### config.mk
export PLATFORM = sky130hd
export DESIGN_NAME = msx_scan_step
export DESIGN_NICKNAME = d
export VERILOG_FILES = /design/src/hw/rtl/msx_pkg.sv /design/src/hw/rtl/msx_scan_step.sv
export SDC_FILE = /design/constraint.sdc
export NUM_CORES = 1
export LEC_CHECK = 0
export ABC_AREA = 1
export BUFFER_PORTS_ARGS = -buffer_cell sky130_fd_sc_hd__buf_4
export CAP_MARGIN = 20
export CORE_AREA = 2 2 129 131
export DETAILED_ROUTE_END_ITERATION = 7
export DIE_AREA = 0 0 131 133
export GPL_ROUTABILITY_DRIVEN = 0
export MAX_ROUTING_LAYER = met4
export SYNTH_ARGS = -nofsm -noshare
export SYNTH_HDL_FRONTEND = slang
export SYNTH_SLANG_ARGS = --single-unit
### constraint.sdc
create_clock -name vclk -period 4.3
set_clock_uncertainty 0.05 [all_clocks]
set_input_delay 0.86 -clock vclk [all_inputs]
set_output_delay 0.86 -clock vclk [all_outputs]
set_load 0.05 [all_outputs]
### src/hw/rtl/msx_pkg.sv
// Shared types and constants of the mask outline segment extractor.
`default_nettype none

package msx_pkg;

	localparam int COORD_W = 7;
	localparam int SIZE_W = 7;
	localparam int PIX_W = 6;
	localparam int ALPHA_W = 8;
	localparam int CFG_IDX_W = 1;
	localparam int LOAD_CNT_W = 2;

	typedef logic [COORD_W-1:0] coord_t;

	localparam logic REQ_WRITE = 1'b0;
	localparam logic REQ_FETCH = 1'b1;

	localparam logic [CFG_IDX_W-1:0] CFG_MASK_WIDTH = 1'b0;
	localparam logic [CFG_IDX_W-1:0] CFG_MASK_HEIGHT = 1'b1;

	// Row loads issue three reads and take the last word in the cycle after its read.
	localparam logic [LOAD_CNT_W-1:0] LOAD_FIRST = 2'd0;
	localparam logic [LOAD_CNT_W-1:0] LOAD_LAST = 2'd3;

	typedef enum logic [2:0] {
		S_IDLE,
		S_WRITE,
		S_SCAN,
		S_LOAD,
		S_VSTEP
	} msx_state_t;

	typedef enum logic [1:0] {
		PH_HORZ,
		PH_VERT,
		PH_DONE
	} msx_phase_t;

	typedef struct packed {
		logic run_open;
		logic run_close;
		logic inner_wrap;
		logic outer_wrap;
	} msx_step_t;

endpackage

`default_nettype wire

### src/hw/rtl/msx_scan_step.sv
// One boundary step of the outline scan: run open/close decision and segment coordinates.
`default_nettype none

module msx_scan_step import msx_pkg::*; #(
	parameter int MAX_SIDE = 64
) (
	input  wire logic                                  horz,
	input  wire logic                                  side,
	input  wire logic signed [$clog2(MAX_SIDE+2):0]    outer,
	input  wire logic [$clog2(MAX_SIDE+1)-1:0]         inner,
	input  wire logic [$clog2(MAX_SIDE+1)-1:0]         lim_inner,
	input  wire logic [$clog2(MAX_SIDE+1)-1:0]         lim_outer,
	input  wire logic [MAX_SIDE-1:0]                   row_up,
	input  wire logic [MAX_SIDE-1:0]                   row_mid,
	input  wire logic [MAX_SIDE-1:0]                   row_dn,
	input  wire logic [MAX_SIDE-1:0]                   rd_row,
	input  wire logic                                  run_is_open,
	input  wire logic [$clog2(MAX_SIDE+1)-1:0]         run_start,
	output msx_step_t                                  res,
	output coord_t                                     seg_sx,
	output coord_t                                     seg_sy,
	output coord_t                                     seg_ex,
	output coord_t                                     seg_ey
);

	localparam int CW = $clog2(MAX_SIDE + 1);
	localparam int OW = $clog2(MAX_SIDE + 2) + 1;
	localparam int AW = (MAX_SIDE > 1) ? $clog2(MAX_SIDE) : 1;
	localparam logic signed [OW:0] SIDE_S = (OW+1)'(MAX_SIDE);

	function automatic logic bit_at(input logic [MAX_SIDE-1:0] row,
			input logic signed [OW:0] idx);
		logic r;
		r = 1'b0;
		if (idx >= 0 && idx < SIDE_S) begin
			r = row[idx[AW-1:0]];
		end
		return r;
	endfunction

	logic signed [OW:0] o_x;
	logic signed [OW:0] o_inc;
	logic signed [OW:0] o_dec;
	logic signed [OW:0] i_x;
	logic signed [OW:0] lo_x;
	logic signed [OW:0] line_x;
	logic cur;
	logic nxt;
	logic prv;
	logic ok0;
	logic ok1;
	logic hit;

	always_comb begin
		o_x = (OW+1)'(outer);
		o_inc = (OW+1)'(o_x + 1);
		o_dec = (OW+1)'(o_x - 1);
		i_x = $signed((OW+1)'(inner));
		lo_x = $signed((OW+1)'(lim_outer));

		// Horizontal boundaries look at one column of three stacked rows;
		// vertical boundaries look at three neighboring columns of one row.
		if (horz) begin
			cur = bit_at(row_mid, i_x);
			nxt = bit_at(row_dn, i_x);
			prv = bit_at(row_up, i_x);
		end else begin
			cur = bit_at(rd_row, o_x);
			nxt = bit_at(rd_row, o_inc);
			prv = bit_at(rd_row, o_dec);
		end

		ok0 = (inner != lim_inner) && (o_x < lo_x - 1) && (o_x == -1 || !cur);
		ok1 = (inner != lim_inner) && (o_x > 0) && (o_x == lo_x || !cur);
		hit = side ? (ok1 && prv) : (ok0 && nxt);

		res.run_open = hit && !run_is_open;
		res.run_close = !hit && run_is_open;
		res.inner_wrap = side && (({1'b0, inner} + (CW+1)'(1)) > {1'b0, lim_inner});
		res.outer_wrap = res.inner_wrap && (o_inc > lo_x);

		line_x = side ? o_x : o_inc;
		if (horz) begin
			seg_sx = coord_t'(run_start);
			seg_sy = coord_t'(line_x);
			seg_ex = coord_t'(inner);
			seg_ey = coord_t'(line_x);
		end else begin
			seg_sx = coord_t'(line_x);
			seg_sy = coord_t'(run_start);
			seg_ex = coord_t'(line_x);
			seg_ey = coord_t'(inner);
		end
	end

endmodule

`default_nettype wire

==> results.py <==
metrics = {
    "worst_hold_path": {
        "min_path_cells": 3,
        "hp-start": "run_is_open",
        "hold_end": "res[3]",
        "hold_path.class": "input pin to output port",
    },
    "outcome": {
        "status": "finished, final reports clean",
    },
    "pwr": {
        "p_total_mw": 0.968,
        "pwr-share-seq_pct": 0,
        "leakage_nw": 4.47,
        "peakVddDrop_mv": 0.0754,
        "internal_power_mw": 0.411,
        "switching_power_mw": 0.558,
        "swShare_pct": 57.6,
        "powerDensity_mw_per_mm2": 122,
        "p_clk_share_pct": 0,
        "comb_power_share_pct": 100.0,
    },
    "placement": {
        "place_ws_ns": 0.255,
        "place_hpwl_mm": 21.3,
        "portBuffers": 327,
    },
    "route": {
        "finalWirelength_mm": 25.7,
        "dr.pass1.iters": 6,
        "drc": 0,
        "first_iter_violations": 489,
        "vias": 8247,
        "postRouteAntennaNets": 0,
        "via_per_inst": 5.02,
        "wl_per_cell_um": 15.6,
    },
    "timing": {
        "rsz0062_at_grt": "false",
        "relSlewSlack_pct": 62.5,
        "hold_viol_final": 0,
        "timing.final.crit_share_pct": 94.8,
        "period_needed_ns": 4.08,
        "setup_violations": 0,
        "worst_slew_pin_slew_ns": 0.562,
        "setup_ws_ns": 0.224,
        "setup_tns_ns": 0,
        "max_freq_mhz": 245,
        "drv_slew": 0,
    },
    "global_routing": {
        "gr-total-overflow": 0,
        "grt_pass1_wl_mm": 39.2,
        "grt_pass1_vias": 7880,
        "groute.usage.overall_pct": 28.8,
        "antenna_found_initial": 0,
        "grt_max_degree": 92,
    },
    "flow_run": {
        "drv_cap": 0,
    },
    "synthesis": {
        "syn_nets": 1469,
        "seq_area_frac_synth_pct": 0,
        "netlist-cell-type-count": 39,
        "synthesis.area_mm2": 0.00537,
        "yosys_warnings": 0,
        "netlist_instances": 1148,
        "avgSynthCellArea_um2": 4.67,
    },
    "critical_path": {
        "crit_top_cell": "buf_4",
        "critPathLaunchType": "input pin",
        "worstPathMaxFanout": 89,
        "worstPathRequired_ns": 3.39,
        "worstPathCellList": "buf_4, buf_12, nand3_1, xor2_1, inv_2, ha_1, nand2_1, o31ai_1, nor2_1, o21ai_0, a21oi_1, a211oi_2, buf_4",
        "crit_arrival_ns": 3.17,
        "cp_slowest_stage_delay_ns": 0.29,
        "path_class": "input pin to output port",
        "cpMaxStageDelayCell": "buf_12",
        "worst_setup_path_end_kind": "output port",
    },
    "die": {
        "die_x_um": 131,
        "die_height_um": 133,
        "start_util_pct": 33.2,
        "num_rows": 47,
        "core_mm2": 0.0162,
        "ios": 327,
        "die-area_mm2": 0.0174,
    },
    "layout": {
        "fin_nets": 1747,
        "seqCellArea_um2": 0,
        "seq_cells": 0,
        "drive_above_1_share_pct": 26.1,
        "antenna_cells": 0,
        "area_growth_pct": 47.6,
        "clkbuf_count": 0,
    },
    "clocking": {
        "cts_resized": 0,
        "ctsHoldBuffers": 0,
        "post_cts_buffers": 0,
    },
}
-- worst max-delay path, delay by kind of cell --
family                     cells  cell delay, ns
adders and majority gates      1            0.28
AOI/OAI and AO/OA              4            0.72
xor gates and xnor gates       1            0.23
and+or+nand+nor                3            0.30
buffers and inverters          4            0.73
-- through the flow --
step | cells | utilization [%] | area [µm²] | hold slack, ns
2_1_floorplan | 1148 | - | 5370 | 1.76
3_3_place_gp | 1644 | 49.0 | 7920 | 1.96
3_5_place_dp | 1644 | 49.0 | 7920 | 1.97
4_1_cts | 1644 | 49.0 | 7920 | 1.97
5_1_grt | 1644 | 49.0 | 7920 | 1.97
6_report | 1644 | 49.0 | 7920 | 1.97
-- Yosys cell counts --
master     count  area, µm²
o2111ai_1      1       8.76
o21ai_0       55        275
o211ai_2       1       12.5
nand3_1      245       1230
a21oi_2        1       8.76
xor2_1        16        140
or4_1          1       7.51
a21oi_1       25        125
nand4_1        4       25.0
or2_2          2       12.5
nor2_1        48        180
buf_4         11       82.6
xnor2_1        3       26.3
xnor2_2        1       16.3
nor4b_1        1       8.76
clkinv_1       2       7.51
nor3_2         1       10.0
inv_4          1       6.26
a31oi_1        1       6.26
nand2_2        1       6.26
o22ai_1        1       6.26
buf_1          4       15.0
o21ai_1        6       30.0
nand2_1      529       1990
o21a_1         1       7.51
buf_2         36        180
nand3_2        1       10.0
nor4_1         1       6.26
xor2_2         2       32.5
o211ai_1       8       60.1
clkbuf_1      16       60.1
a211oi_1       1       7.51
nor2_2         2       12.5
buf_6         10        113
o31ai_1        1       7.51
ha_1          26        325
inv_1         72        270
nor3_1         5       25.0
inv_2          5       18.8
-- routing by layer --
metal  vias up  track usage, %  wire, µm  part of all wire (%)
met5         -               -         0                     0
met4         0            6.97       709                   2.8
met3        52            4.37      1860                   7.2
met2       302            49.9     12300                    48
met1      3633            34.8     10800                    42
li1       4260               -         -                     -
-- cell usage in the layout (no fill, tap or decap) --
| master | n |
|---|---|
| a31oi_1 | 1 |
| nand4_1 | 4 |
| xor2_2 | 2 |
| nor4b_1 | 1 |
| nor2_1 | 48 |
| a21oi_1 | 25 |
| or2_2 | 2 |
| nand2_1 | 529 |
| o211ai_1 | 8 |
| xor2_1 | 16 |
| clkinv_1 | 2 |
| o21a_1 | 1 |
| inv_4 | 1 |
| or4_1 | 1 |
| a211oi_2 | 1 |
| xnor2_1 | 3 |
| nor3_1 | 5 |
| o2111ai_1 | 1 |
| ha_1 | 26 |
| nor2_2 | 2 |
| inv_1 | 72 |
| o211ai_2 | 1 |
| o21ai_1 | 6 |
| buf_12 | 6 |
| o31ai_1 | 1 |
| nor4_1 | 1 |
| o21ai_0 | 55 |
| a21oi_2 | 1 |
| inv_2 | 5 |
| buf_4 | 347 |
| o22ai_1 | 1 |
| nor3_2 | 1 |
| nand2_2 | 1 |
| xnor2_2 | 1 |
| nand3_1 | 245 |
| nand3_2 | 1 |
-- area by class of cell --
| cell class | count | area, µm² |
|---|---|---|
| fill | 1893 | 8250 |
| tap | 220 | 275 |
| multi-input combinational | 991 | 4620 |
| timing repair buffer | 353 | 2730 |
| inverter | 80 | 303 |
-- power by group through the flow --
stage | Combinational, mW | Clock (mW) | Sequential, mW
floorplan | 0.567 | 0 | 0
global placement | 0.966 | 0 | 0
detailed placement | 0.968 | 0 | 0
CTS | 0.970 | 0 | 0
global route | 1.07 | 0 | 0
finish | 0.968 | 0 | 0
-- worst max path at each step --
stage               startpoint      to  slack, ns  cells after the start
floorplan             outer[1]  res[2]       0.18                     17
global route          outer[0]  res[0]       0.03                     13
CTS                   outer[0]  res[0]       0.25                     11
finish                outer[0]  res[0]       0.22                     13
detailed placement    outer[0]  res[0]       0.26                     11
global placement      outer[0]  res[0]       0.27                     13
-- cells by family (layout without fill, tap and decap cells) --
group / Yosys count / after routing / share of synthesized area (%)
AND/OR/NAND/NOR: 841 / 841 / 65.5
buffers and inverters: 157 / 433 / 14.0
AO/OA/AOI/OAI: 102 / 102 / 10.4
adder cells (fa/ha/maj): 26 / 26 / 6.06
XOR/XNOR: 22 / 22 / 4.01
Power figures use the tool's default switching activity.
